--- config.mk ---
export PLATFORM = sky130hd
export DESIGN_NAME = multiaddr_binary_stream_validator_top
export DESIGN_NICKNAME = d
export VERILOG_FILES = /design/src/mbsv_pkg.sv /design/src/mbsv_byte_queue.sv /design/src/mbsv_parser.sv /design/src/multiaddr_binary_stream_validator_top.sv
export SDC_FILE = /design/constraint.sdc
export NUM_CORES = 1
export LEC_CHECK = 0
export ABC_AREA = 1
export BUFFER_PORTS_ARGS = -buffer_cell sky130_fd_sc_hd__buf_2
export CORE_UTILIZATION = 40
export CTS_BUF_LIST = sky130_fd_sc_hd__clkbuf_4 sky130_fd_sc_hd__clkbuf_8
export DETAILED_ROUTE_END_ITERATION = 12
export GPL_ROUTABILITY_DRIVEN = 1
export SLEW_MARGIN = 10
export SYNTH_ARGS = -nofsm -noshare
export SYNTH_HDL_FRONTEND = slang
export SYNTH_HIERARCHICAL = 1
export SYNTH_SLANG_ARGS = --single-unit
--- constraint.sdc ---
create_clock -name clk -period 4.1 [get_ports clk]
set_input_delay 0.615 -clock clk [delete_from_list [all_inputs] [get_ports clk]]
set_output_delay 0.615 -clock clk [all_outputs]
set_load 0.02 [all_outputs]
--- src/mbsv_pkg.sv ---
// Shared types and constants for the multiaddr binary stream validator.
// No dependencies; imported by mbsv_byte_queue, mbsv_parser and the top level.
package mbsv_pkg;

	// byte roles reported on each result
	localparam logic [1:0] ROLE_CODE = 2'd0;
	localparam logic [1:0] ROLE_LEN  = 2'd1;
	localparam logic [1:0] ROLE_ADDR = 2'd2;
	localparam logic [1:0] ROLE_IGN  = 2'd3;

	// status codes
	localparam logic [1:0] ST_OK      = 2'd0;
	localparam logic [1:0] ST_INVALID = 2'd1;
	localparam logic [1:0] ST_UNKNOWN = 2'd2;

	// protocol codes (multicodec)
	localparam logic [15:0] P_IP4     = 16'h0004;
	localparam logic [15:0] P_TCP     = 16'h0006;
	localparam logic [15:0] P_IP6     = 16'h0029;
	localparam logic [15:0] P_DNS     = 16'h0035;
	localparam logic [15:0] P_DNS4    = 16'h0036;
	localparam logic [15:0] P_DNS6    = 16'h0037;
	localparam logic [15:0] P_DNSADDR = 16'h0038;
	localparam logic [15:0] P_UDP     = 16'h0111;
	localparam logic [15:0] P_CIRCUIT = 16'h0122;
	localparam logic [15:0] P_P2P     = 16'h01a5;
	localparam logic [15:0] P_QUIC    = 16'h01cc;
	localparam logic [15:0] P_QUICV1  = 16'h01cd;
	localparam logic [15:0] P_WS      = 16'h01dd;
	localparam logic [15:0] P_WSS     = 16'h01de;

	// address length classes
	localparam logic [1:0] LC_UNKNOWN = 2'd0;
	localparam logic [1:0] LC_FIXED   = 2'd1;
	localparam logic [1:0] LC_ZERO    = 2'd2;
	localparam logic [1:0] LC_VAR     = 2'd3;

	// classified input byte as it sits in the queue
	typedef struct packed {
		logic [6:0] payload;
		logic       cont;
		logic       last;
	} item_t;

	function automatic logic [1:0] len_class(input logic [15:0] code);
		logic [1:0] c;
		case (code)
			P_IP4, P_IP6, P_TCP, P_UDP:                          c = LC_FIXED;
			P_WS, P_WSS, P_QUIC, P_QUICV1, P_CIRCUIT:            c = LC_ZERO;
			P_DNS, P_DNS4, P_DNS6, P_DNSADDR, P_P2P:             c = LC_VAR;
			default:                                             c = LC_UNKNOWN;
		endcase
		return c;
	endfunction

	function automatic logic [4:0] fixed_len(input logic [15:0] code);
		logic [4:0] n;
		case (code)
			P_IP4:   n = 5'd4;
			P_IP6:   n = 5'd16;
			P_TCP:   n = 5'd2;
			P_UDP:   n = 5'd2;
			default: n = 5'd0;
		endcase
		return n;
	endfunction

endpackage

--- src/mbsv_byte_queue.sv ---
// Front end: accepts raw bytes, splits off the continuation bit, and holds
// them in a two-entry queue for the parser. Depends on mbsv_pkg.
module mbsv_byte_queue (
	input  logic                clk,
	input  logic                arst_n,
	input  logic                byte_valid,
	output logic                byte_stall,
	input  logic [7:0]          byte_value,
	input  logic                last_byte,
	output logic                q_valid,
	output mbsv_pkg::item_t     q_item,
	input  logic                q_pop
);
	import mbsv_pkg::*;

	item_t      mem_q [2];
	logic       wr_ptr_q;
	logic       rd_ptr_q;
	logic [1:0] count_q;
	logic       push;
	logic       pop;
	item_t      item_in;

	assign item_in.payload = byte_value[6:0];
	assign item_in.cont    = byte_value[7];
	assign item_in.last    = last_byte;

	assign byte_stall = (count_q == 2'd2);
	assign push       = byte_valid && !byte_stall;
	assign q_valid    = (count_q != 2'd0);
	assign pop        = q_pop && q_valid;
	assign q_item     = mem_q[rd_ptr_q];

	always_ff @(posedge clk) begin
		if (push) begin
			mem_q[wr_ptr_q] <= item_in;
		end
	end

	always_ff @(posedge clk or negedge arst_n) begin
		if (!arst_n) begin
			wr_ptr_q <= 1'b0;
			rd_ptr_q <= 1'b0;
			count_q  <= 2'd0;
		end else begin
			if (push) begin
				wr_ptr_q <= ~wr_ptr_q;
			end
			if (pop) begin
				rd_ptr_q <= ~rd_ptr_q;
			end
			count_q <= count_q + {1'b0, push} - {1'b0, pop};
		end
	end

	a_no_overflow: assert property (@(posedge clk) disable iff (!arst_n)
		count_q != 2'd3) else $error("queue count out of range");
	a_pop_nonempty: assert property (@(posedge clk) disable iff (!arst_n)
		(count_q == 2'd0) |=> (count_q <= 2'd1)) else $error("queue grew by two");
	a_stall_full: assert property (@(posedge clk) disable iff (!arst_n)
		byte_stall |-> q_valid) else $error("stall with empty queue");

endmodule

--- src/mbsv_parser.sv ---
// Back end: pops classified bytes, runs the multiaddr parse state and
// registers one tagged result per byte. Depends on mbsv_pkg.
module mbsv_parser #(
	parameter int unsigned MAX_ADDRESS_BYTES = 65535,
	parameter int unsigned MAX_COMPONENTS    = 255
) (
	input  logic                clk,
	input  logic                arst_n,
	input  logic                q_valid,
	input  mbsv_pkg::item_t     q_item,
	output logic                q_pop,
	output logic                result_valid,
	input  logic                result_stall,
	output logic [1:0]          byte_role,
	output logic [7:0]          component_number,
	output logic [15:0]         protocol_code,
	output logic [15:0]         address_offset,
	output logic                component_end,
	output logic [1:0]          status,
	output logic                address_done,
	output logic [7:0]          protocol_count
);
	import mbsv_pkg::*;

	localparam logic [1:0]  PH_CODE = 2'd0;
	localparam logic [1:0]  PH_LEN  = 2'd1;
	localparam logic [1:0]  PH_ADDR = 2'd2;
	localparam logic [1:0]  PH_ERR  = 2'd3;
	localparam logic [15:0] MAX_LEN  = MAX_ADDRESS_BYTES[15:0];
	localparam logic [7:0]  MAX_COMP = MAX_COMPONENTS[7:0];

	// parse state
	logic [1:0]  phase_q,  phase_n;
	logic [15:0] acc_lo_q, acc_lo_n;   // low 16 bits of the varint
	logic        acc_hi_q, acc_hi_n;   // any bit above 15 set
	logic [3:0]  vcnt_q,   vcnt_n;
	logic [15:0] code_q,   code_n;
	logic [15:0] rem_q,    rem_n;
	logic [15:0] off_q,    off_n;
	logic [7:0]  seen_q,   seen_n;
	logic [1:0]  err_q,    err_n;

	// result of this byte
	logic [1:0]  role_c;
	logic [15:0] code_c;
	logic [15:0] off_c;
	logic        cend_c;
	logic [7:0]  count_c;

	// varint step
	logic [15:0] vlo;
	logic        vhi;
	logic        v_bad;
	logic        v_done;
	logic [1:0]  lclass;
	logic        out_free;
	logic        pop;

	assign out_free = !result_valid || !result_stall;
	assign pop      = q_valid && out_free;
	assign q_pop    = out_free;

	// merge this byte's 7 bits into the accumulator at position 7*vcnt
	always_comb begin
		vlo = acc_lo_q;
		vhi = acc_hi_q;
		case (vcnt_q)
			4'd0: vlo = acc_lo_q | {9'd0, q_item.payload};
			4'd1: vlo = acc_lo_q | {2'd0, q_item.payload, 7'd0};
			4'd2: begin
				vlo = acc_lo_q | {q_item.payload[1:0], 14'd0};
				vhi = acc_hi_q | (|q_item.payload[6:2]);
			end
			default: vhi = acc_hi_q | (|q_item.payload);
		endcase
		// ninth byte may not continue; a closing zero byte is non-minimal
		v_bad  = ((vcnt_q >= 4'd8) && q_item.cont) ||
		         (!q_item.cont && (vcnt_q != 4'd0) && (q_item.payload == 7'd0));
		v_done = !q_item.cont && !v_bad;
	end

	assign lclass = len_class(vlo);

	always_comb begin
		phase_n  = phase_q;
		acc_lo_n = acc_lo_q;
		acc_hi_n = acc_hi_q;
		vcnt_n   = vcnt_q;
		code_n   = code_q;
		rem_n    = rem_q;
		off_n    = off_q;
		seen_n   = seen_q;
		err_n    = err_q;
		role_c   = ROLE_IGN;
		code_c   = 16'd0;
		off_c    = 16'd0;
		cend_c   = 1'b0;

		if (err_q == ST_OK) begin
			case (phase_q)
				PH_CODE: begin
					role_c   = ROLE_CODE;
					acc_lo_n = vlo;
					acc_hi_n = vhi;
					vcnt_n   = vcnt_q + 4'd1;
					if (v_bad) begin
						err_n = ST_INVALID;
					end else if (v_done) begin
						acc_lo_n = 16'd0;
						acc_hi_n = 1'b0;
						vcnt_n   = 4'd0;
						if (vhi || lclass == LC_UNKNOWN) begin
							err_n = ST_UNKNOWN;
						end else begin
							code_n = vlo;
							code_c = vlo;
							if (lclass == LC_VAR) begin
								phase_n = PH_LEN;
							end else if (lclass == LC_ZERO) begin
								cend_c = 1'b1;
							end else begin
								phase_n = PH_ADDR;
								rem_n   = {11'd0, fixed_len(vlo)};
								off_n   = 16'd0;
							end
						end
					end
				end
				PH_LEN: begin
					role_c   = ROLE_LEN;
					code_c   = code_q;
					acc_lo_n = vlo;
					acc_hi_n = vhi;
					vcnt_n   = vcnt_q + 4'd1;
					if (v_bad) begin
						err_n = ST_INVALID;
					end else if (v_done) begin
						acc_lo_n = 16'd0;
						acc_hi_n = 1'b0;
						vcnt_n   = 4'd0;
						if (vhi || vlo > MAX_LEN) begin
							err_n = ST_INVALID;
						end else if (vlo == 16'd0) begin
							cend_c = 1'b1;
						end else begin
							phase_n = PH_ADDR;
							rem_n   = vlo;
							off_n   = 16'd0;
						end
					end
				end
				default: begin
					role_c = ROLE_ADDR;
					code_c = code_q;
					off_c  = off_q;
					off_n  = off_q + 16'd1;
					if (rem_q != 16'd0) begin
						rem_n = rem_q - 16'd1;
					end
					if (rem_q <= 16'd1) begin
						cend_c = 1'b1;
					end
				end
			endcase
			if (cend_c) begin
				if (seen_q < MAX_COMP) begin
					seen_n = seen_q + 8'd1;
				end
				phase_n = PH_CODE;
				rem_n   = 16'd0;
				off_n   = 16'd0;
			end
			if (err_n != ST_OK) begin
				phase_n = PH_ERR;
			end
		end

		// truncation: address ends inside a varint or an address value
		if (q_item.last && err_n == ST_OK && (phase_n != PH_CODE || vcnt_n != 4'd0)) begin
			err_n   = ST_INVALID;
			phase_n = PH_ERR;
		end

		count_c = (q_item.last && err_n != ST_OK) ? 8'd0 : seen_n;
	end

	always_ff @(posedge clk or negedge arst_n) begin
		if (!arst_n) begin
			phase_q  <= PH_CODE;
			acc_lo_q <= 16'd0;
			acc_hi_q <= 1'b0;
			vcnt_q   <= 4'd0;
			code_q   <= 16'd0;
			rem_q    <= 16'd0;
			off_q    <= 16'd0;
			seen_q   <= 8'd0;
			err_q    <= ST_OK;
		end else if (pop) begin
			if (q_item.last) begin
				phase_q  <= PH_CODE;
				acc_lo_q <= 16'd0;
				acc_hi_q <= 1'b0;
				vcnt_q   <= 4'd0;
				code_q   <= 16'd0;
				rem_q    <= 16'd0;
				off_q    <= 16'd0;
				seen_q   <= 8'd0;
				err_q    <= ST_OK;
			end else begin
				phase_q  <= phase_n;
				acc_lo_q <= acc_lo_n;
				acc_hi_q <= acc_hi_n;
				vcnt_q   <= vcnt_n;
				code_q   <= code_n;
				rem_q    <= rem_n;
				off_q    <= off_n;
				seen_q   <= seen_n;
				err_q    <= err_n;
			end
		end
	end

	always_ff @(posedge clk or negedge arst_n) begin
		if (!arst_n) begin
			result_valid <= 1'b0;
		end else if (out_free) begin
			result_valid <= q_valid;
		end
	end

	always_ff @(posedge clk) begin
		if (pop) begin
			byte_role        <= role_c;
			component_number <= seen_q;
			protocol_code    <= code_c;
			address_offset   <= off_c;
			component_end    <= cend_c;
			status           <= err_n;
			address_done     <= q_item.last;
			protocol_count   <= count_c;
		end
	end

	a_ign_has_err: assert property (@(posedge clk) disable iff (!arst_n)
		(result_valid && byte_role == ROLE_IGN) |-> (status != ST_OK))
		else $error("ignored byte without error status");
	a_cend_ok: assert property (@(posedge clk) disable iff (!arst_n)
		(result_valid && component_end) |-> (status == ST_OK))
		else $error("component end on failing byte");
	a_err_count: assert property (@(posedge clk) disable iff (!arst_n)
		(result_valid && address_done && status != ST_OK) |-> (protocol_count == 8'd0))
		else $error("nonzero count on failed address");
	a_last_clears: assert property (@(posedge clk) disable iff (!arst_n)
		(pop && q_item.last) |=> (seen_q == 8'd0 && err_q == ST_OK && phase_q == PH_CODE))
		else $error("state not cleared after last byte");
	a_err_phase: assert property (@(posedge clk) disable iff (!arst_n)
		(err_q != ST_OK) == (phase_q == PH_ERR))
		else $error("error status and phase disagree");

endmodule

--- src/multiaddr_binary_stream_validator_top.sv ---
// Channel     | valid / stall              | payload
// byte in     | byte_valid / byte_stall    | byte_value[7:0], last_byte
// result out  | result_valid / result_stall| byte_role .. protocol_count
//
// One byte per cycle while result_stall is low; each byte gives one result
// (queue write, then parse into the output register).
// The combinational parse step over the varint/phase state sets the rate.
// arst_n clears the queue, parse state and result valid; no clearing pass.
// A stalled result holds the parser; the two-entry queue keeps taking bytes
// until it is full.
// Top level: instantiates mbsv_byte_queue and mbsv_parser; uses mbsv_pkg.
module multiaddr_binary_stream_validator_top #(
	parameter int unsigned MAX_ADDRESS_BYTES = 65535,
	parameter int unsigned MAX_COMPONENTS    = 255
) (
	input  logic        clk,
	input  logic        arst_n,
	input  logic        byte_valid,
	output logic        byte_stall,
	input  logic [7:0]  byte_value,
	input  logic        last_byte,
	output logic        result_valid,
	input  logic        result_stall,
	output logic [1:0]  byte_role,
	output logic [7:0]  component_number,
	output logic [15:0] protocol_code,
	output logic [15:0] address_offset,
	output logic        component_end,
	output logic [1:0]  status,
	output logic        address_done,
	output logic [7:0]  protocol_count
);
	import mbsv_pkg::*;

	logic  q_valid;
	logic  q_pop;
	item_t q_item;

	mbsv_byte_queue u_queue (
		.clk        (clk),
		.arst_n     (arst_n),
		.byte_valid (byte_valid),
		.byte_stall (byte_stall),
		.byte_value (byte_value),
		.last_byte  (last_byte),
		.q_valid    (q_valid),
		.q_item     (q_item),
		.q_pop      (q_pop)
	);

	mbsv_parser #(
		.MAX_ADDRESS_BYTES (MAX_ADDRESS_BYTES),
		.MAX_COMPONENTS    (MAX_COMPONENTS)
	) u_parser (
		.clk              (clk),
		.arst_n           (arst_n),
		.q_valid          (q_valid),
		.q_item           (q_item),
		.q_pop            (q_pop),
		.result_valid     (result_valid),
		.result_stall     (result_stall),
		.byte_role        (byte_role),
		.component_number (component_number),
		.protocol_code    (protocol_code),
		.address_offset   (address_offset),
		.component_end    (component_end),
		.status           (status),
		.address_done     (address_done),
		.protocol_count   (protocol_count)
	);

endmodule

==> flow_summary.ini <==
[run_status]
status = completed

[global_route]
grt_pass1_vias = 5807
grt.total_usage_pct = 18.8
grt_pass1_wl_um = 29600
overflow = 0
antenna_found_initial = 0
grt_max_degree = 73

[detailed_routing]
ant_nets = 0
wire_per_inst_um = 14.5
dr.pass1.iters = 5
drt-met1-wl_um = 8820
wl_met2_um = 8010
viasPerCell = 5.03
vias = 6278
drt_iter0_drc = 539
wl_met3_um = 856
totalWireLength_um = 18100
drc = 0
top_layer_used = met4

[timing]
setup-tns-final_ps = 0
setup_violations = 0
fin_crit_ps = 3650
post-route-period-util_pct = 89.1
finalHoldViolations = 0
rsz0062_at_grt = no
finClkSkew_ps = 14.2
worst-slew-pin-transition_ps = 991
max-slew-margin-rel_pct = 33.9
fmax_mhz = 274
fin_ws_ps = 445
slew_violations = 0

[synth]
netlist_instances = 897
yosys_warnings = 6
netlist_area_um2 = 7950
ys_seq_area_share_pct = 54.3
ys_types = 46
syn_nets = 920
syn_avg_cell_area_um2 = 8.86
ys_seq_elements = 158

[cells_and_area]
fillers = 1867
layout_commonest_cell = nand2_1
fin_nets = 994
antenna_cells = 0
final_cell_mix = nand2_1 (187), inv_1 (117), nor2_1 (87)
area_growth_pct = 13.2
drive_gt1_share_pct = 17.0

[setup_path]
crit_path_cell_trace = inv_1, ha_1, nand2_2, o21ai_4, inv_1, nor2_1, nand3_1, o21ai_2, nand3_4, nand3_2, nand2_2, o21ai_1, nand2_1, nand2_1, nand2_1, inv_2, nand4_1, o21ai_0, a21oi_1
cp.required_ps = 4450
cpMostUsedCell = nand2_1
crit_fanout = 27
max_stage_delay_ps = 440
critPathLaunchType = flip-flop
cp.arrival_ps = 4000
cpMaxStageDelayCell = dfrtp_1
path_class = reg2reg
critPathBufInv = 3
cp-end-kind = flip-flop
critPathTopFamily = simple AND/OR/NAND/NOR gates

[pwr]
power_mw = 7.51
power.internal_mw = 3.89
power_density_nw_per_um2 = 835
pwr-share-clk_pct = 16.0
peakVddDrop_uv = 429
combPwrFrac_pct = 51.2
p_sw_share_pct = 48.2
p_seq_share_pct = 32.8
leakage_nw = 3.92
power.switching_mw = 3.62

[die]
rows = 51
die_w_um = 143
core_um2 = 19500
initial_utilization_pct = 40.8
dieArea_um2 = 20400
io_pins = 69
die_h_um = 143

[clocking]
h-tree-depth = 4
clk_pin_slew_ps = 90
cts-resized-gates = 0
cts_inserted_buffers = 17
clk-insertion-delay-late_ps = 460
clock-root-buffer = clkbuf_8
cts_tree = built
cts_buffer_depth = 2
hold_buffers = 0
cts.sinks = 158
cts_setup_buffers = 0

[flow_run]
maxCapViolations = 0

[placed_design]
post-place-ws_ps = 531
routabilityCongestion = 0.968
place.port_buffers = 68
place.detailed.hpwl_um = 12900

[hold_path]
min-delay-path-class = in2async
==> registers in the layout, indices dropped and copies added, names as in the netlist <==
signal                     count
u_parser/protocol_count        8
u_queue/count_q                2
u_parser/result_valid          1
u_parser/rem_q                16
u_parser/byte_role             2
u_parser/protocol_code        16
u_queue/wr_ptr_q               1
u_parser/vcnt_q                4
u_parser/phase_q               2
u_parser/off_q                16
u_parser/address_done          1
u_parser/component_number      8
u_queue/rd_ptr_q               1
u_parser/acc_hi_q              1
u_parser/address_offset       16
u_parser/component_end         1
u_parser/code_q               16
u_parser/err_q                 2
u_queue/mem_q                 18
u_parser/acc_lo_q             16
u_parser/seen_q                8
u_parser/status                2
==> logic make-up after synthesis <==
group / count (synthesis) / synth area share, %
AO/OA/AOI/OAI: 158 / 12.0
XOR/XNOR: 14 / 1.54
adder cells (fa/ha/maj): 10 / 1.57
buffers and inverters: 152 / 7.60
flip-flops: 158 / 54.3
AND/OR/NAND/NOR: 405 / 23.0
==> power by group through the flow <==
stage / clock network [mW] / logic [mW] / registers, mW
after floorplan: 0 / 2.48 / 2.78
after global placement: 0 / 3.81 / 2.49
after detailed placement: 0 / 3.82 / 2.50
after CTS: 1.24 / 3.82 / 2.47
after global routing: 1.30 / 4.26 / 2.53
final: 1.20 / 3.84 / 2.46
==> stage by stage <==
stage	std cells	cell area, um^2	util (%)	hold WS (ps)
6_report	1249	8990	46.2	286
5_1_grt	1249	8990	46.2	312
3_3_place_gp	1217	8580	44.1	432
4_1_cts	1249	8990	46.2	303
2_1_floorplan	897	7950	-	319
3_5_place_dp	1217	8580	44.1	439
==> synthesized netlist by cell type (all sizes together) <==
cell type | number | area (um^2)
o211ai | 3 | 27.5
o32ai | 3 | 26.3
a211oi | 1 | 7.51
nor4 | 2 | 12.5
o41ai | 2 | 17.5
clkbuf | 16 | 60.1
nor3 | 25 | 145
inv | 123 | 462
nor2 | 97 | 399
o31ai | 5 | 37.5
o21ai | 63 | 330
xor2 | 13 | 114
a21oi | 39 | 240
o22ai | 37 | 231
xnor2 | 1 | 8.76
clkinv | 5 | 18.8
nand3 | 65 | 368
a311oi | 1 | 8.76
o21a | 1 | 7.51
and3 | 2 | 12.5
nand4 | 7 | 43.8
ha | 10 | 125
a32oi | 1 | 8.76
or2 | 3 | 18.8
buf | 8 | 63.8
dfrtp | 86 | 2150
a31oi | 2 | 12.5
nor3b | 1 | 7.51
edfxtp | 72 | 2160
nand2 | 203 | 817
==> layer usage <==
layer / vias to the layer above / track usage, %
met3: 30 / 3.32
li1: 3139 / -
met1: 2925 / 26.4
met5: - / 0
met2: 184 / 28.6
met4: 0 / 7.98
==> area by class of cell <==
type                       count  area [um^2]  share of cell area [%]
timing repair buffer          79          425                    4.73
clock inverter                13          153                    1.70
tap                          265          332                    3.69
sequential                   158         4310                    48.0
multi-input combinational    587         3030                    33.7
inverter                     128          480                    5.34
clock buffer                  19          262                    2.91
==> worst paths after layout <==
kind                                                     endpoint                      startpoint  slack (ps)  depth (start not counted)
max in group asynchronous           u_parser/rem_q[5]$_DFFE_PN0P_                          arst_n        2990                          2
min reg2reg                u_parser/component_number[5]$_DFFE_PP_  u_parser/seen_q[5]$_DFFE_PN0P_         470                          0
max reg2reg                         u_parser/off_q[9]$_DFFE_PN0P_  u_parser/vcnt_q[0]$_DFFE_PN0P_         450                         19
max                                 u_parser/off_q[9]$_DFFE_PN0P_  u_parser/vcnt_q[0]$_DFFE_PN0P_         450                         19
min in group clk                    u_queue/mem_q[0][4]$_DFFE_PP_                   byte_value[2]         340                          1
min                             u_parser/result_valid$_DFFE_PN0N_                          arst_n         290                          1
No activity file was read; power rests on OpenSTA's default activity.
